## config.mk

```make
export PLATFORM = sky130hd
export DESIGN_NAME = utf8_stream_decoder
export DESIGN_NICKNAME = d
export VERILOG_FILES = /design/src/hw/rtl/u8sd_pkg.sv /design/src/hw/rtl/utf8_stream_decoder.sv
export SDC_FILE = /design/constraint.sdc
export NUM_CORES = 1
export LEC_CHECK = 0
export BUFFER_PORTS_ARGS = -buffer_cell sky130_fd_sc_hd__buf_2
export CORE_ASPECT_RATIO = 1.4
export CORE_MARGIN = 5
export CORE_UTILIZATION = 50
export CTS_CLUSTER_DIAMETER = 200
export DETAILED_ROUTE_END_ITERATION = 7
export HOLD_SLACK_MARGIN = 0.03
export PLACE_DENSITY = 0.71
export SLEW_MARGIN = 10
export SYNTH_ARGS = -nofsm -noshare
export SYNTH_HDL_FRONTEND = slang
export SYNTH_SLANG_ARGS = --single-unit
```

## constraint.sdc

```tcl
create_clock -name clk -period 7.84 [get_ports clk]
set_input_delay 0.784 -clock clk [delete_from_list [all_inputs] [get_ports clk]]
set_output_delay 0.784 -clock clk [all_outputs]
set_load 0.02 [all_outputs]
```

## src/hw/rtl/u8sd_pkg.sv

```systemverilog
// Shared widths and constants for the UTF-8 stream decoder.
// No dependencies; used by the top level and its checker.
package u8sd_pkg;

    localparam int BYTE_W = 8;
    localparam int CP_W   = 21;
    localparam int LEN_W  = 3;
    localparam int LEFT_W = 2;

    localparam logic [LEN_W-1:0] LEN_INVALID = 3'd0;
    localparam logic [LEN_W-1:0] LEN_ONE     = 3'd1;
    localparam logic [LEN_W-1:0] LEN_TWO     = 3'd2;
    localparam logic [LEN_W-1:0] LEN_THREE   = 3'd3;
    localparam logic [LEN_W-1:0] LEN_FOUR    = 3'd4;

    localparam logic [CP_W-1:0] CP_SPACE     = 21'h20;
    localparam logic [CP_W-1:0] CP_DEL       = 21'h7F;
    localparam logic [CP_W-1:0] CP_C1_FIRST  = 21'h80;
    localparam logic [CP_W-1:0] CP_C1_LAST   = 21'h9F;
    localparam logic [CP_W-1:0] CP_ASCII_END = 21'h80;

    typedef logic [CP_W-1:0]  cp_t;
    typedef logic [LEN_W-1:0] len_t;

endpackage

```

## src/hw/rtl/utf8_stream_decoder.sv

```systemverilog
// UTF-8 stream decoder top level: one byte in, at most one code point out.
// Depends on u8sd_pkg.
//
//  channel | valid     | ready     | payload
//  --------+-----------+-----------+------------------------------------------
//  in      | in_valid  | in_ready  | in_byte
//  out     | out_valid | out_ready | code_point, seq_length, printable, is_space
//
// One byte per cycle unless a stalled result holds the input register; the byte
// that finishes a sequence passes the input register, then the result register.
// The sequence state updates as the input register advances into decode.
// A stalled result holds the input register only if that byte makes a result.
// Reset clears the valid flags and the sequence state; no clearing pass.
module utf8_stream_decoder (
    input  logic                      clk,
    input  logic                      rst_n,
    input  logic                      in_valid,
    output logic                      in_ready,
    input  logic [u8sd_pkg::BYTE_W-1:0] in_byte,
    output logic                      out_valid,
    input  logic                      out_ready,
    output logic [u8sd_pkg::CP_W-1:0]  code_point,
    output logic [u8sd_pkg::LEN_W-1:0] seq_length,
    output logic                      printable,
    output logic                      is_space
);
    import u8sd_pkg::*;

    // input register
    logic              s1_valid_reg, s1_valid_next;
    logic [BYTE_W-1:0] s1_byte_reg;

    // sequence state
    logic [LEFT_W-1:0] bytes_left_reg, bytes_left_next;
    len_t              total_length_reg, total_length_next;
    cp_t               partial_reg, partial_next;

    // result register
    logic out_valid_reg, out_valid_next;
    cp_t  code_point_reg, code_point_next;
    len_t seq_length_reg, seq_length_next;
    logic printable_reg, printable_next;
    logic is_space_reg, is_space_next;

    logic has_result;
    logic out_free;
    logic s1_fire;
    cp_t  ascii_cp;
    cp_t  joined_cp;
    logic is_cont;

    assign out_free = !out_valid_reg || out_ready;
    assign s1_fire  = s1_valid_reg && (!has_result || out_free);
    assign in_ready = !s1_valid_reg || s1_fire;

    assign ascii_cp  = {{(CP_W-BYTE_W){1'b0}}, s1_byte_reg};
    assign joined_cp = {partial_reg[CP_W-7:0], s1_byte_reg[5:0]};
    assign is_cont   = (s1_byte_reg[7:6] == 2'b10);

    always_comb
    begin
        has_result        = 1'b0;
        bytes_left_next   = bytes_left_reg;
        total_length_next = total_length_reg;
        partial_next      = partial_reg;
        code_point_next   = '0;
        seq_length_next   = LEN_INVALID;
        printable_next    = 1'b0;
        is_space_next     = 1'b0;

        if (bytes_left_reg == '0)
        begin
            priority if (s1_byte_reg[7] == 1'b0)
            begin
                has_result      = 1'b1;
                code_point_next = ascii_cp;
                seq_length_next = LEN_ONE;
                printable_next  = (ascii_cp >= CP_SPACE) && (ascii_cp < CP_DEL);
                is_space_next   = (ascii_cp == CP_SPACE) ||
                                  ((s1_byte_reg >= 8'h09) && (s1_byte_reg <= 8'h0D));
            end
            else if (s1_byte_reg[7:5] == 3'b110)
            begin
                partial_next      = {{(CP_W-5){1'b0}}, s1_byte_reg[4:0]};
                total_length_next = LEN_TWO;
                bytes_left_next   = 2'd1;
            end
            else if (s1_byte_reg[7:4] == 4'b1110)
            begin
                partial_next      = {{(CP_W-4){1'b0}}, s1_byte_reg[3:0]};
                total_length_next = LEN_THREE;
                bytes_left_next   = 2'd2;
            end
            else if (s1_byte_reg[7:3] == 5'b11110)
            begin
                partial_next      = {{(CP_W-3){1'b0}}, s1_byte_reg[2:0]};
                total_length_next = LEN_FOUR;
                bytes_left_next   = 2'd3;
            end
            else
            begin
                // invalid lead: all-zero result
                has_result = 1'b1;
            end
        end
        else if (!is_cont)
        begin
            // drop the open sequence, byte is consumed
            has_result        = 1'b1;
            bytes_left_next   = '0;
            total_length_next = LEN_INVALID;
            partial_next      = '0;
        end
        else if (bytes_left_reg == 2'd1)
        begin
            has_result        = 1'b1;
            code_point_next   = joined_cp;
            seq_length_next   = total_length_reg;
            printable_next    = (joined_cp >= CP_SPACE) && (joined_cp != CP_DEL) &&
                                ((joined_cp < CP_C1_FIRST) || (joined_cp > CP_C1_LAST));
            bytes_left_next   = '0;
            total_length_next = LEN_INVALID;
            partial_next      = '0;
        end
        else
        begin
            partial_next    = joined_cp;
            bytes_left_next = bytes_left_reg - 2'd1;
        end
    end

    always_comb
    begin
        s1_valid_next = s1_valid_reg;
        if (in_ready)
        begin
            s1_valid_next = in_valid;
        end
    end

    always_comb
    begin
        if (s1_fire && has_result)
        begin
            out_valid_next = 1'b1;
        end
        else if (out_ready)
        begin
            out_valid_next = 1'b0;
        end
        else
        begin
            out_valid_next = out_valid_reg;
        end
    end

    always_ff @(posedge clk or negedge rst_n)
    begin
        if (!rst_n)
        begin
            s1_valid_reg     <= 1'b0;
            out_valid_reg    <= 1'b0;
            bytes_left_reg   <= '0;
            total_length_reg <= LEN_INVALID;
            partial_reg      <= '0;
        end
        else
        begin
            s1_valid_reg  <= s1_valid_next;
            out_valid_reg <= out_valid_next;
            if (s1_fire)
            begin
                bytes_left_reg   <= bytes_left_next;
                total_length_reg <= total_length_next;
                partial_reg      <= partial_next;
            end
        end
    end

    always_ff @(posedge clk)
    begin
        if (in_valid && in_ready)
        begin
            s1_byte_reg <= in_byte;
        end
        if (s1_fire && has_result)
        begin
            code_point_reg <= code_point_next;
            seq_length_reg <= seq_length_next;
            printable_reg  <= printable_next;
            is_space_reg   <= is_space_next;
        end
    end

    assign out_valid  = out_valid_reg;
    assign code_point = code_point_reg;
    assign seq_length = seq_length_reg;
    assign printable  = printable_reg;
    assign is_space   = is_space_reg;

endmodule

```

==> out/qor.json, run 1 <==
{
  "avgSynthCellArea": {"value": 13.0, "unit": "sq um"},
  "start_util": {"value": 0.513},
  "yosys.cell_count.top_type": {"value": "edfxtp_1"},
  "first_iter_violations": {"value": 80},
  "worst_hold_slack": {"value": 426, "unit": "ps"},
  "worst-endpoint-arrival": {"value": 2140, "unit": "ps"},
  "vdd.ir_drop.worst": {"value": 0.174, "unit": "mV"},
  "final_nets": {"value": 244},
  "post-route-min-period": {"value": 2930, "unit": "ps"},
  "worst_pin_slew": {"value": 716, "unit": "ps"},
  "floorplan.die.width": {"value": 69.4, "unit": "um"},
  "timing.critical_path.required": {"value": 7060, "unit": "ps"},
  "route.final.wire_length": {"value": 4370, "unit": "um"},
  "r2r-end": {"value": "bytes_left_reg[0]"},
  "synth-edff-count": {"value": 34},
  "cts_post_setup_buffers_inserted": {"value": 0},
  "cts_root_buf": {"value": "clkbuf_8"},
  "synth_sequential_area_ratio": {"value": 0.637},
  "synth.top_cells.by_count": {"value": "edfxtp_1, dfrtp_1, nand2_1"},
  "drt_first_pass_iters": {"value": 4},
  "report.final.setup_viol": {"value": 0},
  "number_of_synthesized_register_bits": {"value": 56},
  "cp-start-kind": {"value": "flip-flop"},
  "synth_top_area_share": {"value": 0.414},
  "area_growth": {"value": 12.8, "unit": "%"},
  "place.gp.congestion": {"value": 0.772},
  "slew_violations": {"value": 0},
  "n_antenna_cell": {"value": 0},
  "max_stage_delay": {"value": 420, "unit": "ps"},
  "run_status": {"value": "finished, final reports clean"},
  "path_max_fanout": {"value": 5},
  "ctsResizeCount": {"value": 0},
  "post_cts_hold_buffer_count": {"value": 0},
  "grt_util_met1": {"value": 0.174},
  "critical_path.n_buffers_inverters": {"value": 1},
  "post-layout-total-power": {"value": 924, "unit": "uW"},
  "critPathTopFamily": {"value": "simple AND/OR/NAND/NOR gates"},
  "worstRegToRegCells": {"value": 6},
  "ios": {"value": 40},
  "route.vias.total": {"value": 1548},
  "yosys.cell_types.count": {"value": 46},
  "antenna_left": {"value": 0},
  "grt_pass1_vias": {"value": 1547},
  "row_count": {"value": 30},
  "rsz0062_at_grt": {"value": "no"},
  "critical_path_class": {"value": "flip-flop to output pin"},
  "cp_cell_sequence": {"value": "ha_1 > or3b_1 > and2_4 > o21ai_2 > or2_2 > buf_2"},
  "grt_use_total": {"value": 0.147},
  "hold_path_class": {"value": "input pin to asynchronous set/reset pin"},
  "critPathCaptureType": {"value": "output pin"},
  "wl_per_cell": {"value": 14.8, "unit": "um"},
  "yosys_warnings": {"value": 0},
  "num-fill-cells": {"value": 425},
  "static-leakage-power": {"value": 1.16, "unit": "nW"},
  "largest_register_ffs": {"value": 21},
  "fin_setup_tns": {"value": 0, "unit": "ps"},
  "htreeDepth": {"value": 2},
  "clock_insertion_delay_worst_skew": {"value": 310, "unit": "ps"},
  "worst_r2r_startpoint": {"value": "bytes_left_reg[0]"},
  "slew_headroom": {"value": 0.523},
  "instance_count_of_the_mapped_netlist": {"value": 190},
  "power.density": {"value": 332, "unit": "nW/um^2"},
  "tritoncts": {"value": "done"},
  "cts.sinks": {"value": 56},
  "port_buffers": {"value": 39},
  "hold_viol_final": {"value": 0},
  "timing.critical_path.slowest_stage_cell": {"value": "or3b_1"},
  "global_route.overflow_total": {"value": 0},
  "core_area": {"value": 4800, "unit": "sq um"},
  "synthesis.area": {"value": 2470, "unit": "sq um"},
  "syn-num-nets": {"value": 204},
  "post_detail_place_hpwl": {"value": 3160, "unit": "um"},
  "vias_per_cell": {"value": 5.25},
  "post-synth-top-area-cell": {"value": "edfxtp_1"},
  "fp.dieH": {"value": 93.1, "unit": "um"},
  "setup_slack_on_the_worst_flop_to_flop_path": {"value": 5390, "unit": "ps"},
  "numCtsBuffers": {"value": 5},
  "proportion_of_layout_cells_with_a_drive_suffix_above_1": {"value": 0.238},
  "cts.path.max_buffers": {"value": 2},
  "finalClockSkew": {"value": 3.79, "unit": "ps"},
  "synth_async_sr_flop_share": {"value": 0.393},
  "path_depth": {"value": 6},
  "remaining_drc_errors": {"value": 0},
  "gr-usage-met3": {"value": 0.0387},
  "synthFlopType": {"value": "edfxtp_1"},
  "cap_violations": {"value": 0},
  "post_synth_main_area_contributors": {"value": "edfxtp_1, dfrtp_1, and2_1"},
  "global_route_wire_length_before_repair": {"value": 7480, "unit": "um"},
  "maxClockFrequency": {"value": 341, "unit": "MHz"},
  "die-area": {"value": 6460, "unit": "sq um"},
  "maximum_number_of_pins_on_one_net_before_global_route_repair": {"value": 27},
  "postLayoutCoreUtil": {"value": 0.579},
  "path_clk_slew": {"value": 90, "unit": "ps"},
  "antenna_found_initial": {"value": 0},
  "grt.busiest_layer": {"value": "met2"},
  "min_period_over_period": {"value": 0.374},
  "gr-usage-met2": {"value": 0.249}
}
-- area by class of cell --
class / instances / area [sq um] / share of cell area
sequential: 56 / 1570 / 0.565
clock buffer: 6 / 72.6 / 0.0261
multi-input combinational: 111 / 785 / 0.282
clock inverter: 2 / 11.3 / 0.00405
tap: 64 / 80.1 / 0.0288
timing repair buffer: 40 / 203 / 0.0728
inverter: 16 / 60.1 / 0.0216
-- through the flow --
stage	setup WS, ps	instances	area (sq um)
finish	4910	295	2780
global route	4780	295	2780
CTS	4940	295	2780
detailed placement	5190	287	2690
global placement	5270	287	2690
floorplan	5080	190	2470
-- how the worst max path moves through the flow --
stage / end / slack (ps) / start
after global routing: in_ready / 4780 / bytes_left_reg[0]
after floorplan: code_point[0] / 5080 / bytes_left_reg[0]
after detailed placement: code_point[16] / 5190 / bytes_left_reg[0]
after CTS: in_ready / 4940 / bytes_left_reg[0]
after global placement: code_point[16] / 5270 / bytes_left_reg[0]
final: in_ready / 4910 / bytes_left_reg[0]
-- power breakdown --
group / switching [mW] / internal [mW] / total [mW] / leakage [nW]
sequential: 0.0421 / 0.405 / 0.448 / 0.623
combinational: 0.209 / 0.119 / 0.328 / 0.496
clock: 0.0871 / 0.0621 / 0.149 / 0.0388
total: 0.338 / 0.586 / 0.924 / 1.16
-- cells in the final DEF, fill, tap and decap left out, types with 2 or more instances in the layout --
master    Yosys  routed
a21oi_1       3       3
a22o_1        4       4
a31oi_1       2       2
a32o_1        2       2
and2_1       19      19
and3_1        2       2
buf_2         0      39
clkbuf_8      0       5
dfrtp_1      22      22
edfxtp_1     34      34
ha_1          2       2
inv_1        16      16
mux2_1        2       2
mux2i_1      10      10
nand2_1      20      20
nand2b_1      2       2
nor2_1        6       6
nor2b_1       6       5
nor4_1        3       3
nor4b_1       2       2
o21a_1        2       2
o21ai_0       2       2
-- cells by family (layout without fill, tap and decap cells) --
group,after synthesis,count (layout),synth area share
AND/OR/NAND/NOR,71,71,0.168
flip-flops,56,56,0.637
AO/OA/AOI/OAI,26,26,0.0873
buffers and inverters,23,64,0.0477
multiplexers,12,12,0.0497
adder cells (fa/ha/maj),2,2,0.0101
-- per-layer routing --
metal / up-vias / wire, um
met2: 52 / 2250
li1: 753 / -
met1: 733 / 1750
met4: 0 / 94
met3: 10 / 267
met5: - / 0
Power figures use the tool's default switching activity.
==> run 2: changes to the inputs <==
--- a/config.mk
+++ b/config.mk
@@ -12,7 +12,7 @@
 export CTS_CLUSTER_DIAMETER = 200
 export DETAILED_ROUTE_END_ITERATION = 7
 export HOLD_SLACK_MARGIN = 0.03
-export PLACE_DENSITY = 0.71
+export PLACE_DENSITY = 0.74
 export SLEW_MARGIN = 10
 export SYNTH_ARGS = -nofsm -noshare
 export SYNTH_HDL_FRONTEND = slang
==> constraint.sdc (replaced) <==
create_clock -name clk -period 2.6 [get_ports clk]
set_input_delay 0.26 -clock clk [delete_from_list [all_inputs] [get_ports clk]]
set_output_delay 0.26 -clock clk [all_outputs]
set_load 0.02 [all_outputs]
==> run 2 against run 1 <==
Net effect: design area is 0.76% higher; sequential power increased to 3.0 times the previous value; register-to-register slack lost 4900 ps; non-clock buffer count up 3; clock-buffer cell count unchanged; via count decreased by 3.0%; cell count increased by 1.0%; routed wire length is 2.8% lower; core utilization is 0.44 points higher; setup slack worse by 4700 ps; critical path depth unchanged; largest power group unchanged.
==> out/qor.json, run 2 (same netlist as run 1, synthesis figures left out) <==
{
  "most-common-layout-cells": {"value": "buf_2, edfxtp_1, dfrtp_1"},
  "remaining_drc_errors": {"value": 0, "change": "unchanged"},
  "wl_per_cell": {"value": 14.2, "unit": "um", "change": "-3.8%"},
  "rsz0062_at_grt": {"value": "no"},
  "ctsResizeCount": {"value": 0, "change": "unchanged"},
  "hold_viol_final": {"value": 0, "change": "unchanged"},
  "maximum_number_of_pins_on_one_net_before_global_route_repair": {"value": 27, "change": "unchanged"},
  "row_count": {"value": 30, "change": "unchanged"},
  "max_stage_delay": {"value": 430, "unit": "ps", "change": "about the same"},
  "route.final.wire_length": {"value": 4240, "unit": "um", "change": "-2.8%"},
  "num-fill-cells": {"value": 432, "change": "+1.6%"},
  "final_nets": {"value": 247, "change": "+1.2%"},
  "drt_first_pass_iters": {"value": 4, "change": "unchanged"},
  "worst-endpoint-arrival": {"value": 2100, "unit": "ps", "change": "-40 ps"},
  "run_status": {"value": "finished, final reports clean"},
  "grt_pass1_vias": {"value": 1525, "change": "-1.4%"},
  "power.density": {"value": 994, "unit": "nW/um^2", "change": "+200%"},
  "start_util": {"value": 0.513, "change": "unchanged"},
  "port_buffers": {"value": 39, "change": "unchanged"},
  "area_growth": {"value": 13.7, "unit": "%"},
  "hold_path_class": {"value": "input pin to flip-flop"},
  "slew_headroom": {"value": 0.673, "change": "+0.150"},
  "route.vias.total": {"value": 1501, "change": "-3.0%"},
  "largest_register_ffs": {"value": 21, "change": "unchanged"},
  "cp_cell_sequence": {"value": "ha_1 > or3b_1 > and2_4 > o21ai_2 > or2_2 > buf_2"},
  "first_iter_violations": {"value": 78, "change": "-2.5%"},
  "htreeDepth": {"value": 2, "change": "unchanged"},
  "numCtsBuffers": {"value": 5, "change": "unchanged"},
  "dp_cells": {"value": 289, "change": "+0.70%"},
  "post-route-worst-setup-slack": {"value": 239, "unit": "ps", "change": "-4670 ps"},
  "cts.path.max_buffers": {"value": 2, "change": "unchanged"},
  "vdd.ir_drop.worst": {"value": 0.557, "unit": "mV", "change": "+220%"},
  "clock_insertion_delay_worst_skew": {"value": 310, "unit": "ps", "change": "about the same"},
  "place.gp.congestion": {"value": 0.817, "change": "+5.8%"},
  "antenna_left": {"value": 0, "change": "unchanged"},
  "report.final.setup_viol": {"value": 0, "change": "unchanged"},
  "critPathCaptureType": {"value": "output pin"},
  "layout.cells.most_common": {"value": "buf_2"},
  "static-leakage-power": {"value": 1.17, "unit": "nW", "change": "+0.95%"},
  "vias_per_cell": {"value": 5.04, "change": "-4.0%"},
  "critical_path_class": {"value": "flip-flop to output pin"},
  "timing.critical_path.slowest_stage_cell": {"value": "or3b_1"},
  "cts.sinks": {"value": 56, "change": "unchanged"},
  "cp-start-kind": {"value": "flip-flop"},
  "die-area": {"value": 6460, "unit": "sq um", "change": "unchanged"},
  "finalClockSkew": {"value": 7.56, "unit": "ps", "change": "+3.76 ps"},
  "global_route.overflow_total": {"value": 0, "change": "unchanged"},
  "fin_cells": {"value": 298, "change": "+1.0%"},
  "global_route_wire_length_before_repair": {"value": 7310, "unit": "um", "change": "-2.3%"},
  "antenna_found_initial": {"value": 0, "change": "unchanged"},
  "grt_use_total": {"value": 0.143, "change": "-0.00399"},
  "timing.critical_path.required": {"value": 2340, "unit": "ps", "change": "-4720 ps"},
  "slew_violations": {"value": 0, "change": "unchanged"},
  "proportion_of_layout_cells_with_a_drive_suffix_above_1": {"value": 0.248, "change": "+0.00977"},
  "post-route-min-period": {"value": 2360, "unit": "ps"},
  "tritoncts": {"value": "done"},
  "min_period_over_period": {"value": 0.908},
  "place_worst_setup_slack": {"value": 447, "unit": "ps", "change": "-4740 ps"},
  "maxClockFrequency": {"value": 424, "unit": "MHz"},
  "fp.dieH": {"value": 93.1, "unit": "um", "change": "unchanged"},
  "path_max_fanout": {"value": 5, "change": "unchanged"},
  "cap_violations": {"value": 0, "change": "unchanged"},
  "worst_pin_slew": {"value": 490, "unit": "ps", "change": "-226 ps"},
  "cts_root_buf": {"value": "clkbuf_8"},
  "ios": {"value": 40, "change": "unchanged"},
  "n_antenna_cell": {"value": 0, "change": "unchanged"},
  "fin_setup_tns": {"value": 0, "unit": "ps", "change": "unchanged"},
  "floorplan.die.width": {"value": 69.4, "unit": "um", "change": "unchanged"},
  "post_detail_place_hpwl": {"value": 3040, "unit": "um", "change": "-3.8%"},
  "core_area": {"value": 4800, "unit": "sq um", "change": "unchanged"},
  "path_clk_slew": {"value": 90, "unit": "ps", "change": "about the same"}
}
-- run 2: cell types whose count changed in the layout (fill, tap and decap cells not counted), sizes merged --
| cell | previous run | this run |
|---|---|---|
| dlygate4sd3 | 0 | 1 |
| buf | 40 | 42 |
-- run 2: cell type report --
type | instances | area, sq um | share of cell area
Inverter | 16 | 60.1 | 0.0214
Clock inverter | 2 | 12.5 | 0.00446
Clock buffer | 6 | 72.6 | 0.0259
Multi-Input combinational cell | 111 | 779 | 0.278
Tap cell | 64 | 80.1 | 0.0286
Sequential cell | 56 | 1570 | 0.560
Timing Repair Buffer | 43 | 228 | 0.0812
-- run 2: final timing paths --
path | endpoint | slack [ps] | depth (start not counted) | start
setup / recovery | in_ready | 240 | 6 | bytes_left_reg[0]
hold / removal | s1_byte_reg[1] | 130 | 1 | in_byte[1]
setup reg to reg | s1_byte_reg[4] | 450 | 5 | bytes_left_reg[0]
hold reg to reg | total_length_reg[2] | 500 | 1 | total_length_reg[2]
max in group asynchronous | total_length_reg[1] | 1820 | 2 | rst_n
min in group asynchronous | out_valid | 440 | 2 | rst_n
-- run 2: repair_timing --
action / 4_1_cts / 5_1_grt
setup buffers: 0 / 0
hold endpoints to repair: 22 / 0
hold buffers: 1 / 0
-- run 2: where the power goes --
| group | internal [mW] | switching, mW |
|---|---|---|
| sequential | 1.22 | 0.126 |
| combinational | 0.367 | 0.623 |
| clock | 0.189 | 0.261 |
-- run 2: through the flow --
step	area (sq um)	hold WS, ps	power [mW]	utilization
floorplan	2470	-35.6	2.12	-
global placement	2710	260	2.35	0.564
detailed placement	2710	261	2.37	0.564
CTS	2800	116	2.82	0.584
global route	2800	116	2.98	0.584
finish	2800	127	2.79	0.584
-- run 2: per-layer routing --
layer | vias to the layer above | share of wire | GRT usage
li1 | 757 | - | -
met1 | 689 | 0.41 | 0.168
met2 | 43 | 0.50 | 0.236
met3 | 12 | 0.053 | 0.0344
met4 | 0 | 0.038 | 0.0863
met5 | - | 0 | 0
-- run 2: critical path, delay by kind of cell (launching register included) --
family | cells | cell delay, ps
AO/OA/AOI/OAI | 1 | 220
AND/OR/NAND/NOR | 3 | 780
flip-flops | 1 | 410
buffers and inverters | 1 | 150
adder cells (fa/ha/maj) | 1 | 230
==> run 3: changes to the inputs <==
--- a/config.mk
+++ b/config.mk
@@ -6,13 +6,14 @@
 export NUM_CORES = 1
 export LEC_CHECK = 0
 export BUFFER_PORTS_ARGS = -buffer_cell sky130_fd_sc_hd__buf_2
+export CELL_PAD_IN_SITES_DETAIL_PLACEMENT = 1
+export CELL_PAD_IN_SITES_GLOBAL_PLACEMENT = 1
 export CORE_ASPECT_RATIO = 1.4
 export CORE_MARGIN = 5
-export CORE_UTILIZATION = 50
+export CORE_UTILIZATION = 40
 export CTS_CLUSTER_DIAMETER = 200
 export DETAILED_ROUTE_END_ITERATION = 7
-export HOLD_SLACK_MARGIN = 0.03
-export PLACE_DENSITY = 0.74
+export PLACE_DENSITY = 0.73
 export SLEW_MARGIN = 10
 export SYNTH_ARGS = -nofsm -noshare
 export SYNTH_HDL_FRONTEND = slang
==> run 3 against run 2 <==
Net effect: sequential share of layout area is 0.37 points lower; setup slack worse by 2.9 ps; critical path depth stayed put; non-clock buffer count stayed put; routed wire length is 18% higher; global-route usage is 0.90 points lower; cell count is 2.0% higher; first-iteration DRC count is 22% lower; largest power group unchanged.
==> out/qor.json, run 3 (same netlist as run 1, synthesis figures left out) <==
{
  "sequentialPowerShare": {"value": 0.474, "change": "-0.009"},
  "min_period_over_period": {"value": 0.909, "change": "+0.00112"},
  "row_count": {"value": 33, "change": "+10%"},
  "num-fill-cells": {"value": 653, "change": "+51%"},
  "worst_hold_slack": {"value": 114, "unit": "ps", "change": "-13.1 ps"},
  "clock_insertion_delay_worst_skew": {"value": 310, "unit": "ps", "change": "about the same"},
  "worst_pin_slew": {"value": 523, "unit": "ps", "change": "+33.2 ps"},
  "global_route.overflow_total": {"value": 0, "change": "unchanged"},
  "antenna_left": {"value": 0, "change": "unchanged"},
  "power.density": {"value": 1020, "unit": "nW/um^2", "change": "+2.2%"},
  "seq_area": {"value": 1570, "unit": "sq um", "change": "unchanged"},
  "cts.sinks": {"value": 56, "change": "unchanged"},
  "timing.critical_path.required": {"value": 2340, "unit": "ps", "change": "about the same"},
  "power.share.switching": {"value": 0.369, "change": "+0.00721"},
  "critical_path_class": {"value": "flip-flop to output pin"},
  "area_growth": {"value": 14.5, "unit": "%"},
  "ios": {"value": 40, "change": "unchanged"},
  "wl_per_cell": {"value": 16.4, "unit": "um", "change": "+15%"},
  "numCtsBuffers": {"value": 5, "change": "unchanged"},
  "post-route-min-period": {"value": 2360, "unit": "ps", "change": "+2.91 ps"},
  "post-layout-total-power": {"value": 2.87, "unit": "mW", "change": "+2.9%"},
  "final_nets": {"value": 247, "change": "unchanged"},
  "path_max_fanout": {"value": 5, "change": "unchanged"},
  "global_route_wire_length_before_repair": {"value": 8440, "unit": "um", "change": "+15%"},
  "max_stage_delay": {"value": 420, "unit": "ps", "change": "about the same"},
  "run_status": {"value": "finished, final reports clean"},
  "path_clk_slew": {"value": 100, "unit": "ps", "change": "about the same"},
  "rsz0062_at_grt": {"value": "no"},
  "slew_violations": {"value": 0, "change": "unchanged"},
  "worst-endpoint-arrival": {"value": 2100, "unit": "ps", "change": "about the same"},
  "post_detail_place_hpwl": {"value": 3740, "unit": "um", "change": "+23%"},
  "cts_root_buf": {"value": "clkbuf_8"},
  "cts_post_setup_buffers_inserted": {"value": 0, "change": "unchanged"},
  "vdd.ir_drop.worst": {"value": 0.444, "unit": "mV", "change": "-20%"},
  "floorplan.die.width": {"value": 76.4, "unit": "um", "change": "+10%"},
  "static-leakage-power": {"value": 1.18, "unit": "nW", "change": "+0.89%"},
  "grt_use_total": {"value": 0.134, "change": "-0.00900"},
  "maxClockFrequency": {"value": 423, "unit": "MHz", "change": "-0.12%"},
  "die-area": {"value": 7860, "unit": "sq um", "change": "+22%"},
  "antenna_found_initial": {"value": 0, "change": "unchanged"},
  "tritoncts": {"value": "done"},
  "finalClockSkew": {"value": 7.69, "unit": "ps", "change": "+0.132 ps"},
  "cp_cell_sequence": {"value": "ha_1 > or3b_1 > and2_4 > o21ai_2 > or2_2 > buf_2"},
  "multiInputGateArea": {"value": 779, "unit": "sq um", "change": "unchanged"},
  "grt_pass1_vias": {"value": 1715, "change": "+12%"},
  "cp-start-kind": {"value": "flip-flop"},
  "port_buffers": {"value": 39, "change": "unchanged"},
  "drt_first_pass_iters": {"value": 4, "change": "unchanged"},
  "most-common-layout-cells": {"value": "buf_2, edfxtp_1, dfrtp_1"},
  "start_util": {"value": 0.415, "change": "-0.0985"},
  "timing.critical_path.slowest_stage_cell": {"value": "dfrtp_1"},
  "remaining_drc_errors": {"value": 0, "change": "unchanged"},
  "hold_viol_final": {"value": 0, "change": "unchanged"},
  "route.final.wire_length": {"value": 5000, "unit": "um", "change": "+18%"},
  "largest_register_ffs": {"value": 21, "change": "unchanged"},
  "fp.dieH": {"value": 103, "unit": "um", "change": "+11%"},
  "proportion_of_layout_cells_with_a_drive_suffix_above_1": {"value": 0.252, "change": "+0.00427"},
  "first_iter_violations": {"value": 61, "change": "-22%"},
  "post-route-worst-setup-slack": {"value": 236, "unit": "ps", "change": "-2.91 ps"},
  "report.final.setup_viol": {"value": 0, "change": "unchanged"},
  "p_sw": {"value": 1.06, "unit": "mW", "change": "+4.9%"},
  "slew_headroom": {"value": 0.651, "change": "-0.0221"},
  "maximum_number_of_pins_on_one_net_before_global_route_repair": {"value": 27, "change": "unchanged"},
  "clock_power_share": {"value": 0.175, "change": "+0.014"},
  "fin_setup_tns": {"value": 0, "unit": "ps", "change": "unchanged"},
  "combinationalPowerShare": {"value": 0.351, "change": "-0.004"},
  "htreeDepth": {"value": 2, "change": "unchanged"},
  "n_antenna_cell": {"value": 0, "change": "unchanged"},
  "route.vias.total": {"value": 1592, "change": "+6.1%"},
  "core_area": {"value": 5950, "unit": "sq um", "change": "+24%"},
  "cts.path.max_buffers": {"value": 2, "change": "unchanged"},
  "critPathCaptureType": {"value": "output pin"},
  "power_report.internal_total": {"value": 1.81, "unit": "mW", "change": "+1.7%"},
  "hold_path_class": {"value": "input pin to flip-flop"},
  "place_worst_setup_slack": {"value": 414, "unit": "ps", "change": "-32.8 ps"},
  "ctsResizeCount": {"value": 0, "change": "unchanged"},
  "place.gp.congestion": {"value": 0.772, "change": "-5.5%"},
  "cap_violations": {"value": 0, "change": "unchanged"},
  "vias_per_cell": {"value": 5.24, "change": "+4.0%"},
  "layout.cells.most_common": {"value": "buf_2"},
  "post_cts_hold_buffer_count": {"value": 1, "change": "unchanged"}
}
[run 3: final timing paths]
kind / start / slack [ps] / to / depth (start not counted)
setup / recovery: bytes_left_reg[0] / 240 / in_ready / 6
hold / removal: in_byte[5] / 110 / s1_byte_reg[5] / 1
setup reg to reg: bytes_left_reg[0] / 450 / s1_byte_reg[1] / 5
hold reg to reg: total_length_reg[2] / 530 / total_length_reg[2] / 1
max in group asynchronous: rst_n / 1800 / partial_reg[14] / 2
min in group asynchronous: rst_n / 450 / out_valid / 2
[run 3: metrics by stage]
stage / area, sq um / util / instances
2_1_floorplan: 2470 / - / 190
3_3_place_gp: 2720 / 0.457 / 295
3_5_place_dp: 2720 / 0.457 / 295
4_1_cts: 2820 / 0.475 / 304
5_1_grt: 2820 / 0.475 / 304
6_report: 2820 / 0.475 / 304
[run 3: worst max-delay path: cells and delay by family, from the launching register on]
kind	cells	cell delay [ps]
adders and majority gates	1	230
AOI/OAI and AO/OA	1	230
DFF	1	420
buffers and inverters	1	150
and+or+nand+nor	3	770
[run 3: final cells by class]
cell class	count	area share
clock inverters	2	0.00488
multi-input cells	111	0.276
well taps	70	0.0310
clock buffers	6	0.0293
inverters	16	0.0213
flip-flops and latches	56	0.557
repair buffers	43	0.0807
[run 3: power groups by stage]
| stage | Sequential, mW | Combinational, mW | Clock [mW] |
|---|---|---|---|
| global placement | 1.37 | 0.995 | 0 |
| floorplan | 1.51 | 0.614 | 0 |
| CTS | 1.36 | 1.03 | 0.522 |
| finish | 1.36 | 1.01 | 0.501 |
| global route | 1.38 | 1.11 | 0.550 |
| detailed placement | 1.38 | 1.02 | 0 |
[run 3: per-layer routing]
layer	vias to the layer above	GRT usage	part of all wire
met1	796	0.149	0.40
met3	7	0.0306	0.041
met2	33	0.251	0.54
met4	0	0.0485	0.015
met5	-	0	0
li1	756	-	-
